File: src/design/mpap_pkg.sv
`timescale 1ns / 1ps
`default_nettype none
// ---------------------------------------------------------------------------
// mpap_pkg
// Shared widths, constants, tables and payload types of the quadratic phase
// mask pixel pipeline.
// ---------------------------------------------------------------------------
package mpap_pkg;

  localparam int MAX_GRID     = 1024;
  localparam int SAMPLE_BITS  = 16;
  localparam int IDX_W        = 10;
  localparam int GRID_W       = 11;
  localparam int APER_W       = 22;
  localparam int PHASE_W      = 32;
  localparam int CFG_DATA_W   = 32;
  localparam int CFG_IDX_W    = 2;

  localparam int GUARD        = 32 - SAMPLE_BITS;
  localparam int UW           = IDX_W + 3;
  localparam int SQW          = 2 * (IDX_W + 1);
  localparam int SW           = SQW + 1;
  localparam int XW           = SAMPLE_BITS + GUARD + 3;
  localparam int ZW           = 32;
  localparam int CORDIC_STEPS = 16;

  localparam int LO_W         = 17;
  localparam int HI_W         = XW - LO_W;
  localparam int GAIN_W       = 30;
  localparam int PW           = HI_W + GAIN_W + 1 + LO_W;
  localparam int RSH          = GUARD + 30;
  localparam int RW           = PW - RSH;

  localparam logic [GAIN_W-1:0] INV_GAIN_Q30 = GAIN_W'(652032874);
  localparam logic [PW-1:0]     ROUND_BIAS   = {{(PW-1){1'b0}}, 1'b1} << (GUARD + 29);

  localparam logic [CFG_IDX_W-1:0] REG_GRID_SIZE      = 2'd0;
  localparam logic [CFG_IDX_W-1:0] REG_APERTURE_LIMIT = 2'd1;
  localparam logic [CFG_IDX_W-1:0] REG_PHASE_STEP     = 2'd2;

  localparam logic [1:0] QUAD_0   = 2'd0;
  localparam logic [1:0] QUAD_90  = 2'd1;
  localparam logic [1:0] QUAD_180 = 2'd2;
  localparam logic [1:0] QUAD_270 = 2'd3;

  localparam logic [ZW-1:0] ATAN_TURNS [CORDIC_STEPS] = '{
    32'h20000000, 32'h12E4051E, 32'h09FB385B, 32'h051111D4,
    32'h028B0D43, 32'h0145D7E1, 32'h00A2F61E, 32'h00517C55,
    32'h0028BE53, 32'h00145F2F, 32'h000A2F98, 32'h000517CC,
    32'h00028BE6, 32'h000145F3, 32'h0000A2FA, 32'h0000517D
  };

  typedef struct packed {
    logic signed [XW-1:0] x;
    logic signed [XW-1:0] y;
    logic signed [ZW-1:0] z;
    logic                 clip;
  } rot_t;

  typedef struct packed {
    logic signed [XW-1:0] x;
    logic signed [XW-1:0] y;
    logic                 clip;
  } vec_t;

endpackage
`default_nettype wire

File: src/design/mpap_scale.sv
`timescale 1ns / 1ps
`default_nettype none
// ---------------------------------------------------------------------------
// mpap_scale
// Gain correction in split partial products, round half up, saturate to
// Q1.15, zero clipped samples. Second stage is the output register.
// ---------------------------------------------------------------------------
module mpap_scale (
  input  wire logic                                clk,
  input  wire logic                                rst_n,
  input  wire logic                                up_valid,
  output logic                                     up_ready,
  input  wire mpap_pkg::vec_t                      up_data,
  output logic                                     dn_valid,
  input  wire logic                                dn_ready,
  output logic signed [mpap_pkg::SAMPLE_BITS-1:0]  result_re,
  output logic signed [mpap_pkg::SAMPLE_BITS-1:0]  result_im,
  output logic                                     clipped
);

  localparam int HPW = mpap_pkg::HI_W + mpap_pkg::GAIN_W + 1;
  localparam int LPW = mpap_pkg::LO_W + mpap_pkg::GAIN_W;

  function automatic logic signed [mpap_pkg::SAMPLE_BITS-1:0] finish(
    input logic signed [HPW-1:0] ph,
    input logic        [LPW-1:0] pl
  );
    logic signed [mpap_pkg::PW-1:0] p;
    logic signed [mpap_pkg::RW-1:0] r;
    logic [mpap_pkg::RW-mpap_pkg::SAMPLE_BITS:0] top;
    p   = $signed({ph, {mpap_pkg::LO_W{1'b0}}})
        + $signed({{(mpap_pkg::PW-LPW){1'b0}}, pl})
        + $signed(mpap_pkg::ROUND_BIAS);
    r   = p[mpap_pkg::PW-1:mpap_pkg::RSH];
    top = r[mpap_pkg::RW-1:mpap_pkg::SAMPLE_BITS-1];
    if ((&top) || !(|top)) begin
      finish = r[mpap_pkg::SAMPLE_BITS-1:0];
    end else if (r[mpap_pkg::RW-1]) begin
      finish = {1'b1, {(mpap_pkg::SAMPLE_BITS-1){1'b0}}};
    end else begin
      finish = {1'b0, {(mpap_pkg::SAMPLE_BITS-1){1'b1}}};
    end
  endfunction

  logic [1:0] v_r;
  logic [1:0] en;

  assign en[1]    = !v_r[1] || dn_ready;
  assign en[0]    = !v_r[0] || en[1];
  assign up_ready = en[0];
  assign dn_valid = v_r[1];

  always_ff @(posedge clk) begin
    if (!rst_n) begin
      v_r <= '0;
    end else begin
      if (en[0]) v_r[0] <= up_valid;
      if (en[1]) v_r[1] <= v_r[0];
    end
  end

  // stage 1: partial products
  logic signed [HPW-1:0] xph_r, yph_r;
  logic        [LPW-1:0] xpl_r, ypl_r;
  logic                  clip1_r;
  logic signed [mpap_pkg::GAIN_W:0] gain_s;

  assign gain_s = $signed({1'b0, mpap_pkg::INV_GAIN_Q30});

  always_ff @(posedge clk) begin
    if (en[0]) begin
      xph_r   <= $signed(up_data.x[mpap_pkg::XW-1:mpap_pkg::LO_W]) * gain_s;
      yph_r   <= $signed(up_data.y[mpap_pkg::XW-1:mpap_pkg::LO_W]) * gain_s;
      xpl_r   <= up_data.x[mpap_pkg::LO_W-1:0] * mpap_pkg::INV_GAIN_Q30;
      ypl_r   <= up_data.y[mpap_pkg::LO_W-1:0] * mpap_pkg::INV_GAIN_Q30;
      clip1_r <= up_data.clip;
    end
  end

  // stage 2: sum, round, saturate
  logic signed [mpap_pkg::SAMPLE_BITS-1:0] re_r, im_r;
  logic                                    clip2_r;

  always_ff @(posedge clk) begin
    if (en[1]) begin
      re_r    <= clip1_r ? '0 : finish(xph_r, xpl_r);
      im_r    <= clip1_r ? '0 : finish(yph_r, ypl_r);
      clip2_r <= clip1_r;
    end
  end

  assign result_re = re_r;
  assign result_im = im_r;
  assign clipped   = clip2_r;

endmodule
`default_nettype wire

File: config.mk
export PLATFORM = sky130hd
export DESIGN_NAME = mpap_scale
export DESIGN_NICKNAME = d
export VERILOG_FILES = /design/src/design/mpap_pkg.sv /design/src/design/mpap_scale.sv
export SDC_FILE = /design/constraint.sdc
export NUM_CORES = 2
export LEC_CHECK = 0
export ABC_CLOCK_PERIOD_IN_PS = 9900
export BUFFER_PORTS_ARGS = -buffer_cell sky130_fd_sc_hd__buf_2
export CELL_PAD_IN_SITES_DETAIL_PLACEMENT = 1
export CELL_PAD_IN_SITES_GLOBAL_PLACEMENT = 1
export CORE_ASPECT_RATIO = 1.4
export CORE_MARGIN = 5
export CORE_UTILIZATION = 57
export CTS_CLUSTER_DIAMETER = 30
export DETAILED_ROUTE_END_ITERATION = 10
export GPL_TIMING_DRIVEN = 0
export PLACE_DENSITY = 0.86
export REMOVE_ABC_BUFFERS = 1
export SYNTH_ARGS = -nofsm -noshare
export SYNTH_HDL_FRONTEND = slang
export SYNTH_SLANG_ARGS = --single-unit
export TNS_END_PERCENT = 20
File: constraint.sdc
create_clock -name clk -period 9.9 [get_ports clk]
set_input_delay 0 -clock clk [delete_from_list [all_inputs] [get_ports clk]]
set_output_delay 0 -clock clk [all_outputs]
set_load 0.05 [all_outputs]
# After elaboration in Yosys (flattened, before gate mapping)

Index checks and enable logic that the tools add are counted.

Flip-flop bits (word level): 224
Input bits: 75
Output and inout port bits: 35
Logic and storage cells: 34

$add $sub $neg: 4
$mul: 4
Multiplexer cells: 4
Reductions and logical operators: 12

Operator list:

| operator                                             | number |
|---|---|
| adder 66 x 47 -> 66 bit (second input constant)      | 2 |
| adder 66 x 48 -> 66 bit                              | 2 |
| multiplier 18 x 30 -> 48 bit (second input constant) | 2 |
| multiplier 17 x 29 -> 46 bit (second input constant) | 2 |
| 2-to-1 mux 16 bit                                    | 4 |
| AND reduction 5 bit                                  | 2 |
| OR reduction 5 bit                                   | 2 |
| logical NOT 1 bit                                    | 4 |
| logical OR 1 bit                                     | 4 |

# Logic depth before layout (Yosys ltp)

Word-level depth: 6
Depth in mapped cells: 24
Depth with buffers taken out: 23

# Worst setup path after synthesis

Ideal clock, no wire load.

Path kind: input -> register
From: input port up_data[41] (netlist bit)
To: register xpl_r[46] (data pin)
Setup time: 0.264 ns
Arrival: 5.639 ns
Required time: 9.636 ns
Path slack: 3.997 ns
Cell stages on the path: 21
Buffers on the path: 0
Path through: fa_1 inv_1 fa_1 fa_1 inv_1 fa_1 fa_1 inv_1 fa_1 inv_1 ha_1 a21o_1 a221o_1 a21oi_2 a31oi_1 a311oi_2 a22oi_1 a41oi_2 nor2_1 a2111oi_2 xnor2_1

Longest elaborated chain between the ends: 1

Ends and longest elaborated chain:

| what                         | line             | text |
|---|---|---|
| start: declaration           | mpap_scale.sv:13 | `input wire mpap_pkg::vec_t up_data,` |
| multiplier 17 x 29 -> 46 bit | mpap_scale.sv:74 | `xpl_r <= up_data.x[mpap_pkg::LO_W-1:0] * mpap_pkg::INV_GAIN_Q30;` |
| end signal: assignment       | mpap_scale.sv:74 |  |
| end: declaration             | mpap_scale.sv:64 | `logic [LPW-1:0] xpl_r, ypl_r;` |

Every way passes these cells.
A chain may end at the register's enable or synchronous reset.

# Worst setup path after layout

From: input port up_data[21] (netlist bit)
To: register yph_r[48] (data pin)

Longest elaborated chain between the ends: 1

Ends and longest elaborated chain:

| what                         | line             | text |
|---|---|---|
| multiplier 18 x 30 -> 48 bit | mpap_scale.sv:73 | `yph_r <= $signed(up_data.y[mpap_pkg::XW-1:mpap_pkg::LO_W]) * gain_s;` |
| end signal: assignment       | mpap_scale.sv:73 |  |
| end: declaration             | mpap_scale.sv:63 | `logic signed [HPW-1:0] xph_r, yph_r;` |

Every way passes these cells.

==> metrics.yaml <==
status:
  status: "complete, no violations"
placed_design:
  routabilityCongestion: 0.984
  dp.cells: 5179
  dp_hpwl_um: 110000
  port_buffers: 109
  place_area_um2: 44900
  post-place-ws_ns: 2.76
sta:
  period_share_pct: 74.1
  finalHoldViolations: 0
  fin_crit_ns: 7.34
  finalSetupViolCount: 0
  fin_skew_ns: 0.0212
  report.final.slew_viol_count: 0
  slew_headroom_pct: 34.6
  rsz0062_at_grt: "no"
  setup-tns-final_ns: 0
  tightest_slew_ns: 0.981
  fmax_mhz: 136
  fin_ws_ns: 2.56
die:
  dieWidth_um: 242
  rows: 119
  dieHeight_um: 335
  design.core.area_um2: 75200
  start_util_pct: 57.4
  die_area_um2: 81300
  io-pin-count: 110
clocking:
  cts_tree: "yes"
  h-tree-depth: 4
  cts_resized: 0
  clkSinkCount: 190
  clockBufferDepth: 2
  clkLatencyLatePin_ns: 0.48
  root_buffer: "clkbuf_16"
  clk_pin_slew_ns: 0.09
  cts_buffers: 17
global_routing:
  antenna_found_initial: 1
  grt_pass1_vias: 35500
  grt_max_degree: 71
  grtUsageTotal_pct: 31.0
  overflow: 0
  grt_pass1_wl_um: 194000
yosys:
  synth_edf_count: 188
  syn_area_per_cell_um2: 10.5
  synth_top_area_share_pct: 37.2
  yosysSeqAreaShare_pct: 13.2
  yosysTopAreaCell: "fa_1"
  postSynth.asyncResetShare_pct: 0
  netlist-cell-type-count: 65
  synth-seq-cells: 190
  synth_area_um2: 43100
  ys_warn_count: 0
  synth_ff_type: "edfxtp_1"
  netlist_instances: 4120
  synthTopCellsByArea: "fa_1 37%, ha_1 23%, edfxtp_1 13%"
route:
  wl_per_cell_um: 23.6
  ant_nets: 0
  drc: 0
  first_pass_iters: 5
  drt_iter0_markers: 1334
  via_per_inst: 5.67
  via_count: 29600
  wirelength_um: 123000
setup_path:
  crit_buf_inv: 6
  cpLargestDelayFamily: "adder cells"
  cpMaxStageDelayCell: "ha_1"
  critical_path_class: "input port to register"
  endpoint_kind: "register"
  path_common_cell: "fa_1"
  worstPathCellList: "dlygate4sd3_1, buf_2, ha_1, inv_1, fa_1, inv_1, fa_1, fa_1, fa_1, inv_1, fa_1, inv_1, ha_1, nand4_1, nor4_1, nand2_1, o21ai_0, o221ai_1, a21oi_1, a221oi_1, o21ai_0, o211ai_1"
  cp_max_fo: 6
  arrival_ns: 7.53
  start_kind: "input port"
  worstPathRequired_ns: 10.09
  cpPeakStageDelay_ns: 0.62
cells_and_area:
  area_growth_pct: 5.72
  num_antenna_cells: 0
  nNetsFinal: 5914
  fin_cells: 5222
  drive_above_1_share_pct: 3.93
  final_area_um2: 45600
min_path:
  hp-class: "input port to register"
run:
  cap_violations: 0
## tightest hold or removal path: stages
cell	delay, ns
buf_2	0.08
nor2b_1	0.14
a21oi_1	0.19
nor2b_1	0.06
## state kept, by name (all words and copies together) (netlist names)
register   flops
clip1_r        1
ypl_r         29
xph_r         48
clipped        1
result_re     16
v_r            2
xpl_r         29
yph_r         48
result_im     16
## metal layers
metal	vias up	share of wire, %	GRT usage (%)
li1	13200	-	-
met1	15200	36	33.4
met4	2	7.0	17.7
met3	384	3.7	4.01
met5	-	0.0097	0
met2	750	54	58.4
## final timing paths
check              startpoint            to  slack [ns]  cells past startpoint
setup / recovery  up_data[21]     yph_r[48]        2.56                     22
hold / removal       dn_ready        v_r[0]        0.04                      4
setup reg to reg     yph_r[3]  result_im[9]        5.59                     12
hold reg to reg        v_r[0]        v_r[0]        0.60                      2
## layout by cell type, fill, tap and decap left out, types with 4 or more instances in the layout
master	n
a211o_1	9
a211oi_1	21
a21boi_0	4
a21o_1	100
a21oi_1	145
a221oi_1	4
a311oi_1	4
a31o_2	5
a31oi_1	10
and2_1	9
and3_1	17
and4_1	12
buf_2	109
clkbuf_16	17
clkinv_8	4
dlygate4sd3_1	10
edfxtp_1	188
fa_1	802
ha_1	796
inv_1	1250
nand2_1	86
nand2b_1	15
nand3_1	34
nand4_1	32
nand4b_1	4
nor2_1	118
nor2b_1	22
nor3_1	27
o2111ai_1	5
o211ai_1	18
o21a_1	19
o21ai_0	97
o21bai_1	16
o31ai_1	12
or2_2	12
xnor2_1	92
xor2_1	61
## metrics by stage
step,hold WS [ns],utilization [%]
floorplan,0.0989,-
global placement,0.179,59.6
detailed placement,0.186,59.7
CTS,0.00319,60.6
global route,0.0439,60.6
finish,0.0356,60.6
## Yosys cell counts (all sizes together), types with 10 or more instances
master,n
a211oi,21
a21o,100
a21oi,146
a31oi,10
and3,17
and4,12
clkbuf,19
edfxtp,188
fa,802
ha,796
inv,1250
nand2,87
nand2b,15
nand3,34
nand4,32
nor2,118
nor2b,22
nor3,27
o211ai,18
o21a,19
o21ai,98
o21bai,16
o31ai,12
or2,12
xnor2,92
xor2,61
## layout make-up
cell class                 count  area (um2)
tap                          968        1210
timing repair buffer         122         728
inverter                    1250        4690
clock inverter                14         175
multi-input combinational   2660       32700
sequential                   190        5690
clock buffer                  18         429
fill                        8171       29600
## cell families after synthesis
family	after synthesis	share of synthesized area, %
AO/OA/AOI/OAI	502	7.58
XOR/XNOR	153	3.11
adder cells (fa/ha/maj)	1598	60.3
buffers and inverters	1270	11.1
flip-flops	190	13.2
multiplexers	3	0.0696
AND/OR/NAND/NOR	404	4.66
## repair_timing
| action | 4_1_cts | 5_1_grt |
|---|---|---|
| hold endpoints to repair | 9 | 0 |
| hold buffers | 10 | 0 |
| buffers inserted | 0 | 0 |
Power is left out: the tool's default activity adds up to more than one toggle a clock period on the data nets, which glitch-free logic cannot reach.
