===== config.mk =====
export PLATFORM = sky130hd
export DESIGN_NAME = mpap_front
export DESIGN_NICKNAME = d
export VERILOG_FILES = /design/src/design/mpap_pkg.sv /design/src/design/mpap_front.sv
export SDC_FILE = /design/constraint.sdc
export NUM_CORES = 2
export LEC_CHECK = 0
export BUFFER_PORTS_ARGS = -buffer_cell sky130_fd_sc_hd__buf_2
export CORE_AREA = 2 2 334 336
export DETAILED_ROUTE_END_ITERATION = 8
export DIE_AREA = 0 0 336 338
export GPL_TIMING_DRIVEN = 0
export PLACE_DENSITY_LB_ADDON = 0.15
export SYNTH_ARGS = -nofsm -noshare
export SYNTH_HDL_FRONTEND = slang
export SYNTH_SLANG_ARGS = --single-unit

===== constraint.sdc =====
create_clock -name clk -period 18.8 [get_ports clk]
set_input_delay 3.76 -clock clk [delete_from_list [all_inputs] [get_ports clk]]
set_output_delay 3.76 -clock clk [all_outputs]
set_load 0.05 [all_outputs]

===== src/design/mpap_pkg.sv =====
`timescale 1ns / 1ps
`default_nettype none
// ---------------------------------------------------------------------------
// mpap_pkg
// Shared widths, constants, tables and payload types of the quadratic phase
// mask pixel pipeline.
// ---------------------------------------------------------------------------
package mpap_pkg;

  localparam int MAX_GRID     = 1024;
  localparam int SAMPLE_BITS  = 16;
  localparam int IDX_W        = 10;
  localparam int GRID_W       = 11;
  localparam int APER_W       = 22;
  localparam int PHASE_W      = 32;
  localparam int CFG_DATA_W   = 32;
  localparam int CFG_IDX_W    = 2;

  localparam int GUARD        = 32 - SAMPLE_BITS;
  localparam int UW           = IDX_W + 3;
  localparam int SQW          = 2 * (IDX_W + 1);
  localparam int SW           = SQW + 1;
  localparam int XW           = SAMPLE_BITS + GUARD + 3;
  localparam int ZW           = 32;
  localparam int CORDIC_STEPS = 16;

  localparam int LO_W         = 17;
  localparam int HI_W         = XW - LO_W;
  localparam int GAIN_W       = 30;
  localparam int PW           = HI_W + GAIN_W + 1 + LO_W;
  localparam int RSH          = GUARD + 30;
  localparam int RW           = PW - RSH;

  localparam logic [GAIN_W-1:0] INV_GAIN_Q30 = GAIN_W'(652032874);
  localparam logic [PW-1:0]     ROUND_BIAS   = {{(PW-1){1'b0}}, 1'b1} << (GUARD + 29);

  localparam logic [CFG_IDX_W-1:0] REG_GRID_SIZE      = 2'd0;
  localparam logic [CFG_IDX_W-1:0] REG_APERTURE_LIMIT = 2'd1;
  localparam logic [CFG_IDX_W-1:0] REG_PHASE_STEP     = 2'd2;

  localparam logic [1:0] QUAD_0   = 2'd0;
  localparam logic [1:0] QUAD_90  = 2'd1;
  localparam logic [1:0] QUAD_180 = 2'd2;
  localparam logic [1:0] QUAD_270 = 2'd3;

  localparam logic [ZW-1:0] ATAN_TURNS [CORDIC_STEPS] = '{
    32'h20000000, 32'h12E4051E, 32'h09FB385B, 32'h051111D4,
    32'h028B0D43, 32'h0145D7E1, 32'h00A2F61E, 32'h00517C55,
    32'h0028BE53, 32'h00145F2F, 32'h000A2F98, 32'h000517CC,
    32'h00028BE6, 32'h000145F3, 32'h0000A2FA, 32'h0000517D
  };

  typedef struct packed {
    logic signed [XW-1:0] x;
    logic signed [XW-1:0] y;
    logic signed [ZW-1:0] z;
    logic                 clip;
  } rot_t;

  typedef struct packed {
    logic signed [XW-1:0] x;
    logic signed [XW-1:0] y;
    logic                 clip;
  } vec_t;

endpackage
`default_nettype wire


===== src/design/mpap_front.sv =====
`timescale 1ns / 1ps
`default_nettype none
// ---------------------------------------------------------------------------
// mpap_front
// Five stages: centered coordinates, squares, aperture test, phase product,
// quadrant fold and residual angle.
// ---------------------------------------------------------------------------
module mpap_front (
  input  wire logic                                clk,
  input  wire logic                                rst_n,
  input  wire logic [mpap_pkg::GRID_W-1:0]         grid_size,
  input  wire logic [mpap_pkg::APER_W-1:0]         aperture_limit,
  input  wire logic [mpap_pkg::PHASE_W-1:0]        phase_step,
  input  wire logic                                up_valid,
  output logic                                     up_ready,
  input  wire logic [mpap_pkg::IDX_W-1:0]          row_index,
  input  wire logic [mpap_pkg::IDX_W-1:0]          col_index,
  input  wire logic signed [mpap_pkg::SAMPLE_BITS-1:0] sample_re,
  input  wire logic signed [mpap_pkg::SAMPLE_BITS-1:0] sample_im,
  output logic                                     dn_valid,
  input  wire logic                                dn_ready,
  output mpap_pkg::rot_t                           dn_data
);

  localparam int NST = 5;

  logic [NST-1:0] v_r;
  logic [NST-1:0] en;

  assign en[NST-1] = !v_r[NST-1] || dn_ready;
  for (genvar k = 0; k < NST - 1; k++) begin : g_en
    assign en[k] = !v_r[k] || en[k+1];
  end
  assign up_ready = en[0];
  assign dn_valid = v_r[NST-1];

  always_ff @(posedge clk) begin
    if (!rst_n) begin
      v_r <= '0;
    end else begin
      if (en[0]) v_r[0] <= up_valid;
      for (int k = 1; k < NST; k++) begin
        if (en[k]) v_r[k] <= v_r[k-1];
      end
    end
  end

  // stage 1: coordinates
  logic [mpap_pkg::GRID_W-1:0]             n_eff;
  logic signed [mpap_pkg::UW-1:0]          u_nxt, v_nxt, u_r, v_r1;
  logic                                    out1_nxt, out1_r;
  logic signed [mpap_pkg::SAMPLE_BITS-1:0] re1_r, im1_r;

  always_comb begin
    n_eff = (grid_size > mpap_pkg::GRID_W'(mpap_pkg::MAX_GRID))
          ? mpap_pkg::GRID_W'(mpap_pkg::MAX_GRID) : grid_size;
    u_nxt = $signed({2'b00, row_index, 1'b0}) - $signed({2'b00, n_eff})
          + $signed(mpap_pkg::UW'(1));
    v_nxt = $signed({2'b00, col_index, 1'b0}) - $signed({2'b00, n_eff})
          + $signed(mpap_pkg::UW'(1));
    out1_nxt = ({1'b0, row_index} >= n_eff) || ({1'b0, col_index} >= n_eff);
  end

  always_ff @(posedge clk) begin
    if (en[0]) begin
      u_r    <= u_nxt;
      v_r1   <= v_nxt;
      out1_r <= out1_nxt;
      re1_r  <= sample_re;
      im1_r  <= sample_im;
    end
  end

  // stage 2: squares
  logic signed [2*mpap_pkg::UW-1:0]        uu_full, vv_full;
  logic [mpap_pkg::SQW-1:0]                uu_r, vv_r;
  logic                                    out2_r;
  logic signed [mpap_pkg::SAMPLE_BITS-1:0] re2_r, im2_r;

  assign uu_full = u_r * u_r;
  assign vv_full = v_r1 * v_r1;

  always_ff @(posedge clk) begin
    if (en[1]) begin
      uu_r   <= uu_full[mpap_pkg::SQW-1:0];
      vv_r   <= vv_full[mpap_pkg::SQW-1:0];
      out2_r <= out1_r;
      re2_r  <= re1_r;
      im2_r  <= im1_r;
    end
  end

  // stage 3: radius and aperture
  logic [mpap_pkg::SW-1:0]                 s_nxt, s_r;
  logic                                    clip3_r;
  logic signed [mpap_pkg::SAMPLE_BITS-1:0] re3_r, im3_r;

  assign s_nxt = {1'b0, uu_r} + {1'b0, vv_r};

  always_ff @(posedge clk) begin
    if (en[2]) begin
      s_r     <= s_nxt;
      clip3_r <= out2_r || (s_nxt > mpap_pkg::SW'(aperture_limit));
      re3_r   <= re2_r;
      im3_r   <= im2_r;
    end
  end

  // stage 4: phase product, mod one turn
  logic [mpap_pkg::SW+mpap_pkg::PHASE_W-1:0] prod_full;
  logic [mpap_pkg::ZW-1:0]                   prod_r;
  logic                                      clip4_r;
  logic signed [mpap_pkg::SAMPLE_BITS-1:0]   re4_r, im4_r;

  assign prod_full = s_r * phase_step;

  always_ff @(posedge clk) begin
    if (en[3]) begin
      prod_r  <= prod_full[mpap_pkg::ZW-1:0];
      clip4_r <= clip3_r;
      re4_r   <= re3_r;
      im4_r   <= im3_r;
    end
  end

  // stage 5: quadrant fold
  logic [mpap_pkg::ZW-1:0]         ang, ang_half;
  logic [1:0]                      quad;
  logic signed [mpap_pkg::XW-1:0]  re_ext, im_ext;
  mpap_pkg::rot_t                  rot_nxt, rot_r;

  always_comb begin
    ang      = mpap_pkg::ZW'(0) - prod_r;
    ang_half = ang + 32'h2000_0000;
    quad     = ang_half[mpap_pkg::ZW-1:mpap_pkg::ZW-2];
    re_ext   = {{(mpap_pkg::XW-mpap_pkg::SAMPLE_BITS-mpap_pkg::GUARD){re4_r[mpap_pkg::SAMPLE_BITS-1]}},
                re4_r, {mpap_pkg::GUARD{1'b0}}};
    im_ext   = {{(mpap_pkg::XW-mpap_pkg::SAMPLE_BITS-mpap_pkg::GUARD){im4_r[mpap_pkg::SAMPLE_BITS-1]}},
                im4_r, {mpap_pkg::GUARD{1'b0}}};
    rot_nxt.z    = $signed(ang - {quad, {(mpap_pkg::ZW-2){1'b0}}});
    rot_nxt.clip = clip4_r;
    case (quad)
      mpap_pkg::QUAD_90: begin
        rot_nxt.x = -im_ext;
        rot_nxt.y = re_ext;
      end
      mpap_pkg::QUAD_180: begin
        rot_nxt.x = -re_ext;
        rot_nxt.y = -im_ext;
      end
      mpap_pkg::QUAD_270: begin
        rot_nxt.x = im_ext;
        rot_nxt.y = -re_ext;
      end
      default: begin
        rot_nxt.x = re_ext;
        rot_nxt.y = im_ext;
      end
    endcase
  end

  always_ff @(posedge clk) begin
    if (en[4]) rot_r <= rot_nxt;
  end

  assign dn_data = rot_r;

endmodule
`default_nettype wire


# --- Word level (Yosys, flattened, before mapping) ---
# Index checks and enable logic that the tools add are counted.
op_classes:
  magnitude_cmp: 4
  reduce_logical: 12
  muxes: 2
  multipliers: 3
  eq_ne: 3
  n_addsub: 10
op_table:
  columns: ["operator", "n"]
  rows:
  - ["one-hot mux 70 bit (3 select lines)", 1]
  - ["negation 32 -> 35 bit", 2]
  - ["multiplier 13 x 13 -> 22 bit", 2]
  - ["adder 32 x 30 -> 32 bit, second input constant", 1]
  - ["multiplier 23 x 32 -> 32 bit", 1]
  - ["subtractor 1 x 32 -> 32 bit, first input constant", 1]
  - ["subtractor 32 bit", 1]
  - ["adder 12 x 2 -> 13 bit, second input constant", 2]
  - ["subtractor 11 x 11 -> 12 bit", 2]
  - ["adder 22 x 22 -> 23 bit", 1]
  - ["greater-than comparator 23 x 22 -> 1 bit", 1]
  - ["greater-or-equal comparator 10 x 11 -> 1 bit", 2]
  - ["greater-than comparator 11 bit, second input constant", 1]
  - ["two-way mux 11 bit", 1]
  - ["logical OR 1 bit", 7]
  - ["zero test 1 bit", 5]
  - ["equality test 2 bit, second input constant", 2]
  - ["equality test 2 x 1 -> 1 bit, second input constant", 1]
word_totals:
  reg_bits: 365
  inputBits: 121

# --- Depth between registers and ports, before layout ---
depth:
  depth_word: 6
  ltp_mapped: 26
  mapped_depth_nobuf: 25

# --- Least setup slack after synthesis ---
# OpenSTA, ideal clock, no wires.
synth_path:
  kind: "input to register"
  from: "input port phase_step[12] in the netlist's numbering"
  to: "register prod_r[31] in the netlist's numbering (data pin)"
  t_arrival_ns: 10.125
  n_path_buf: 2
  path_slack_ns: 8.415
  stages: 23
  t_required_ns: 18.541
  setup_ns: 0.259
  cell_sequence: "clkbuf_1 -> clkbuf_1 -> nand2_1 -> fa_1 -> fa_1 -> fa_1 -> fa_1 -> inv_1 -> ha_1 -> fa_1 -> inv_1 -> fa_1 -> inv_1 -> ha_1 -> and3_1 -> a221o_1 -> a31o_2 -> o31a_1 -> a41o_1 -> or4_1 -> a311o_1 -> a21oi_1 -> xnor2_1"
synth_via:
  elab_chain_cells: 1
synth_lines:
  columns: ["element", "line", "text"]
  rows:
  - ["start, declared", "mpap_front.sv:13", "input wire logic [mpap_pkg::PHASE_W-1:0] phase_step,"]
  - ["multiplier 23 x 32 -> 32 bit", "mpap_front.sv:115", "assign prod_full = s_r * phase_step;"]
  - ["via prod_full, one bit", "mpap_front.sv:110", "logic [mpap_pkg::SW+mpap_pkg::PHASE_W-1:0] prod_full;"]
  - ["end signal, assigned", "mpap_front.sv:119", "prod_r <= prod_full[mpap_pkg::ZW-1:0];"]
  - ["end, declared", "mpap_front.sv:111", "logic [mpap_pkg::ZW-1:0] prod_r;"]
# The timed path passes the listed nets, and every way through them passes these cells.
# A chain may end at the register's enable or synchronous reset.

# --- Worst setup path after layout ---
layout_path:
  from: "input port phase_step[11] in the netlist's numbering"
  to: "register prod_r[31] in the netlist's numbering (data pin)"
# The elaborated chain is that of the path after synthesis.

==> impl_metrics.py <==
metrics = {
    "final_layout": {
        "area_growth_pct": 11.59,
        "nNetsFinal": 4949,
        "drive_above_1_share_pct": 8.295,
    },
    "floorplanning": {
        "ioPinCount": 226,
        "fp.dieH_um": 338,
        "initial_core_util_pct": 34.82,
        "placementRows": 122,
        "core_mm2": 0.1101,
        "die_w_um": 336,
        "dieArea_mm2": 0.1136,
    },
    "timing": {
        "setup_viol": 0,
        "setup_slack_ns": 7.545,
        "max_slew_margin_pct": 14.74,
        "tightest_slew_ns": 1.279,
        "skew_ns": 0.02809,
        "post-route-min-period_ns": 11.26,
        "period_share_pct": 59.87,
        "fmax_mhz": 88.85,
        "hold_viol_final": 0,
        "report.final.slew_viol_count": 0,
        "rsz0062_at_grt": "no",
        "tns_ns": 0,
    },
    "global_routing": {
        "grt_pass1_wl_mm": 157.2,
        "met2_usage_pct": 30.62,
        "grt-busiest-layer": "met2",
        "grtUsageMet1_pct": 24.34,
        "track_usage_pct": 18.41,
        "grt_pass1_vias": 26583,
        "antenna_found_initial": 13,
        "gr-total-overflow": 0,
        "gr-usage-met3_pct": 3.644,
        "grt_start_max_net_pins": 70,
    },
    "placed_design": {
        "place_congestion": 0.9006,
        "io_buffers": 187,
        "dpl.hpwl_mm": 83.56,
        "pre_cts_ws_ns": 6.838,
    },
    "detailed_routing": {
        "drt-vias-per-instance": 4.576,
        "drc": 0,
        "vias": 24863,
        "firstDrtPassIters": 5,
        "wl_mm": 100.9,
        "avgRoutedWirePerCell_um": 18.57,
        "antenna_left": 0,
        "drt_iter0_markers": 1328,
    },
    "worst_setup_path": {
        "worst_path_largest_cell_delay_ns": 0.60,
        "path_cells": "buf_2 -> clkbuf_1 -> clkbuf_1 -> nand2_1 -> fa_1 -> fa_1 -> fa_1 -> fa_1 -> inv_1 -> ha_1 -> fa_1 -> inv_1 -> fa_1 -> inv_1 -> ha_1 -> and3_1 -> a221o_1 -> a31o_2 -> o31a_1 -> a41o_1 -> or4_1 -> a311o_1 -> a21oi_1 -> xnor2_1",
        "reg2reg_depth": 23,
        "arrival_ns": 11.53,
        "cpMostUsedCell": "fa_1",
        "cp_slowest_cell": "fa_1",
        "cp.depth": 24,
        "rr_endpoint": "prod_r[31]",
        "critPathKind": "primary input to register",
        "timing.rr.start": "s_r[4]",
        "critPathMaxFanout": 10,
        "required_ns": 19.07,
        "r2r_setup_slack_ns": 10.09,
        "endpoint_kind": "register",
        "startpoint_type": "primary input",
        "cp_num_buf_inv": 6,
        "cp_top_family": "adder cells",
    },
    "clocking": {
        "max-clock-path-buffers": 3,
        "tritoncts.num_buffers": 40,
        "cts.repair.resized": 0,
        "ctsHoldBuffers": 0,
        "cts_setup_buffers": 0,
        "cts_tree": "built",
        "clock_sink_count": 326,
        "clock_latency_ns": 0.57,
        "cts_root_buf": "clkbuf_16",
        "clk_pin_slew_worst_paths_ns": 0.06,
        "cts.htree.levels": 2,
    },
    "logic_synthesis": {
        "yosysUniqueCellTypes": 75,
        "synth-adder-area-share_pct": 41.65,
        "seq_area_frac_synth_pct": 25.41,
        "synth-simple-area-share_pct": 12.76,
        "synthMuxAreaShare_pct": 0.5713,
        "synth_top_family_by_area": "adder cells",
        "synthFlopType": "edfxtp_1",
        "yosys.area.top_type": "fa_1",
        "syn-cell-area_mm2": 0.03833,
        "yosysWarnings": 0,
        "synth_xor_area_share_pct": 6.017,
        "ys_ff_latch": 326,
        "synth_edf_count": 321,
        "synth-compound-area-share_pct": 4.672,
        "synthCells": 3645,
        "synth.area.top_cells": "fa_1 31%, edfxtp_1 25%, ha_1 10%",
        "synth_area_per_cell_um2": 10.51,
        "async_flop_share_pct": 0,
        "synth_top_cell_area_share_pct": 31.24,
    },
    "hold_path": {
        "worstHoldPathType": "register to register",
        "holdPathStages": 0,
        "holdPathEnd": "im4_r[13]",
        "worst_hold_startpoint": "im3_r[13]",
    },
    "flow_run": {
        "cap_violations": 0,
    },
    "outcome": {
        "status": "complete, no violations",
    },
}
worst reg2reg max path: stages, from the launching register on:
cell and delay, ns:
edfxtp_1 0.32, clkbuf_1 0.65, buf_1 1.01, nand2_1 0.17, fa_1 0.61, fa_1 0.46
fa_1 0.58, inv_1 0.07, fa_1 0.48, fa_1 0.50, fa_1 0.50, inv_1 0.05
fa_1 0.47, inv_1 0.04, ha_1 0.33, a21oi_1 0.15, nor2b_1 0.06, o21ai_0 0.28
a21boi_0 0.14, a41o_1 0.27, or4_1 0.47, a311o_1 0.32, a21oi_1 0.32, xnor2_1 0.20
logic make-up (layout without fill, tap and decap cells):
kind of cell	after synthesis	after routing
other	1	36
xor gates and xnor gates	259	259
buffers and inverters	868	1133
and+or+nand+nor	982	982
DFF	326	326
adders and majority gates	917	917
muxes	19	19
AOI/OAI and AO/OA	273	273
cell usage in the layout (no fill, tap or decap), types with 20 or more instances in the layout:
cell / count
clkbuf_1: 119
or3_1: 20
a21o_1: 25
inv_1: 712
o21ai_0: 45
xor2_1: 68
buf_4: 33
edfxtp_1: 321
nor3_1: 40
a21oi_1: 87
nand2b_1: 29
and2_1: 281
o21a_1: 24
fa_1: 598
xnor2_1: 189
nand2_1: 399
nor2_1: 96
nand3_1: 26
nor2b_1: 27
clkbuf_16: 40
buf_2: 189
ha_1: 319
conb_1: 33
cell type report:
type / count / area, µm²
multi-input combinational: 2483 / 25320
clock buffer: 46 / 1023
timing repair buffer: 192 / 1066
inverter: 714 / 2683
buffer: 154 / 734.5
fill: 11069 / 67290
clock inverter: 27 / 331.6
sequential: 326 / 9739
tap: 1488 / 1862
antenna: 3 / 7.507
worst max-delay path by stage:
stage	slack, ns	startpoint	endpoint
global route	7.23	phase_step[11]	prod_r[31]
detailed placement	6.84	phase_step[11]	prod_r[31]
floorplan	8.42	phase_step[12]	prod_r[31]
CTS	7.45	phase_step[11]	prod_r[31]
finish	7.54	phase_step[11]	prod_r[31]
global placement	6.87	phase_step[11]	prod_r[31]
metal layers:
metal	share of wire, %	vias to the layer above
li1	-	11863
met1	44	12312
met2	47	528
met3	5.5	148
met4	3.1	12
met5	0.080	-
synth_stat cells, types with 8 or more instances:
cell,number
and2_1,281
o21ai_0,45
inv_1,714
buf_4,33
nor2_1,96
nor3_1,40
nand4_1,8
nor4_1,8
fa_1,598
and3_1,10
nor3b_1,8
a21o_1,25
nand3_1,27
clkbuf_1,113
nor2b_1,27
nand2_1,401
o21a_1,24
edfxtp_1,321
o21bai_1,9
xnor2_1,189
mux2i_1,17
xor2_1,68
a21oi_1,87
or3_1,20
ha_1,319
nand2b_1,29
a31oi_1,12
state kept, by name (all words and copies together), names as in the netlist, 5 cells and up:
register,cells
dn_data,70
im1_r,16
im2_r,16
im3_r,16
im4_r,16
prod_r,31
re1_r,16
re2_r,16
re3_r,16
re4_r,16
s_r,22
u_r,13
uu_r,21
v_r,5
v_r1,12
vv_r,20
per-stage QoR:
step | cell area, µm² | utilization [%] | hold slack (ns) | std cells
3_5_place_dp | 41400 | 37.62 | 0.4045 | 5357
5_1_grt | 42760 | 38.85 | 0.4204 | 5430
3_3_place_gp | 41240 | 37.48 | 0.4010 | 5352
2_1_floorplan | 38450 | - | 0.4003 | 3677
6_report | 42770 | 38.86 | 0.4146 | 5433
4_1_cts | 42760 | 38.85 | 0.4174 | 5430
Power is not shown: default switching activity piles up to over one toggle a cycle in this logic, so the estimate is an artifact.
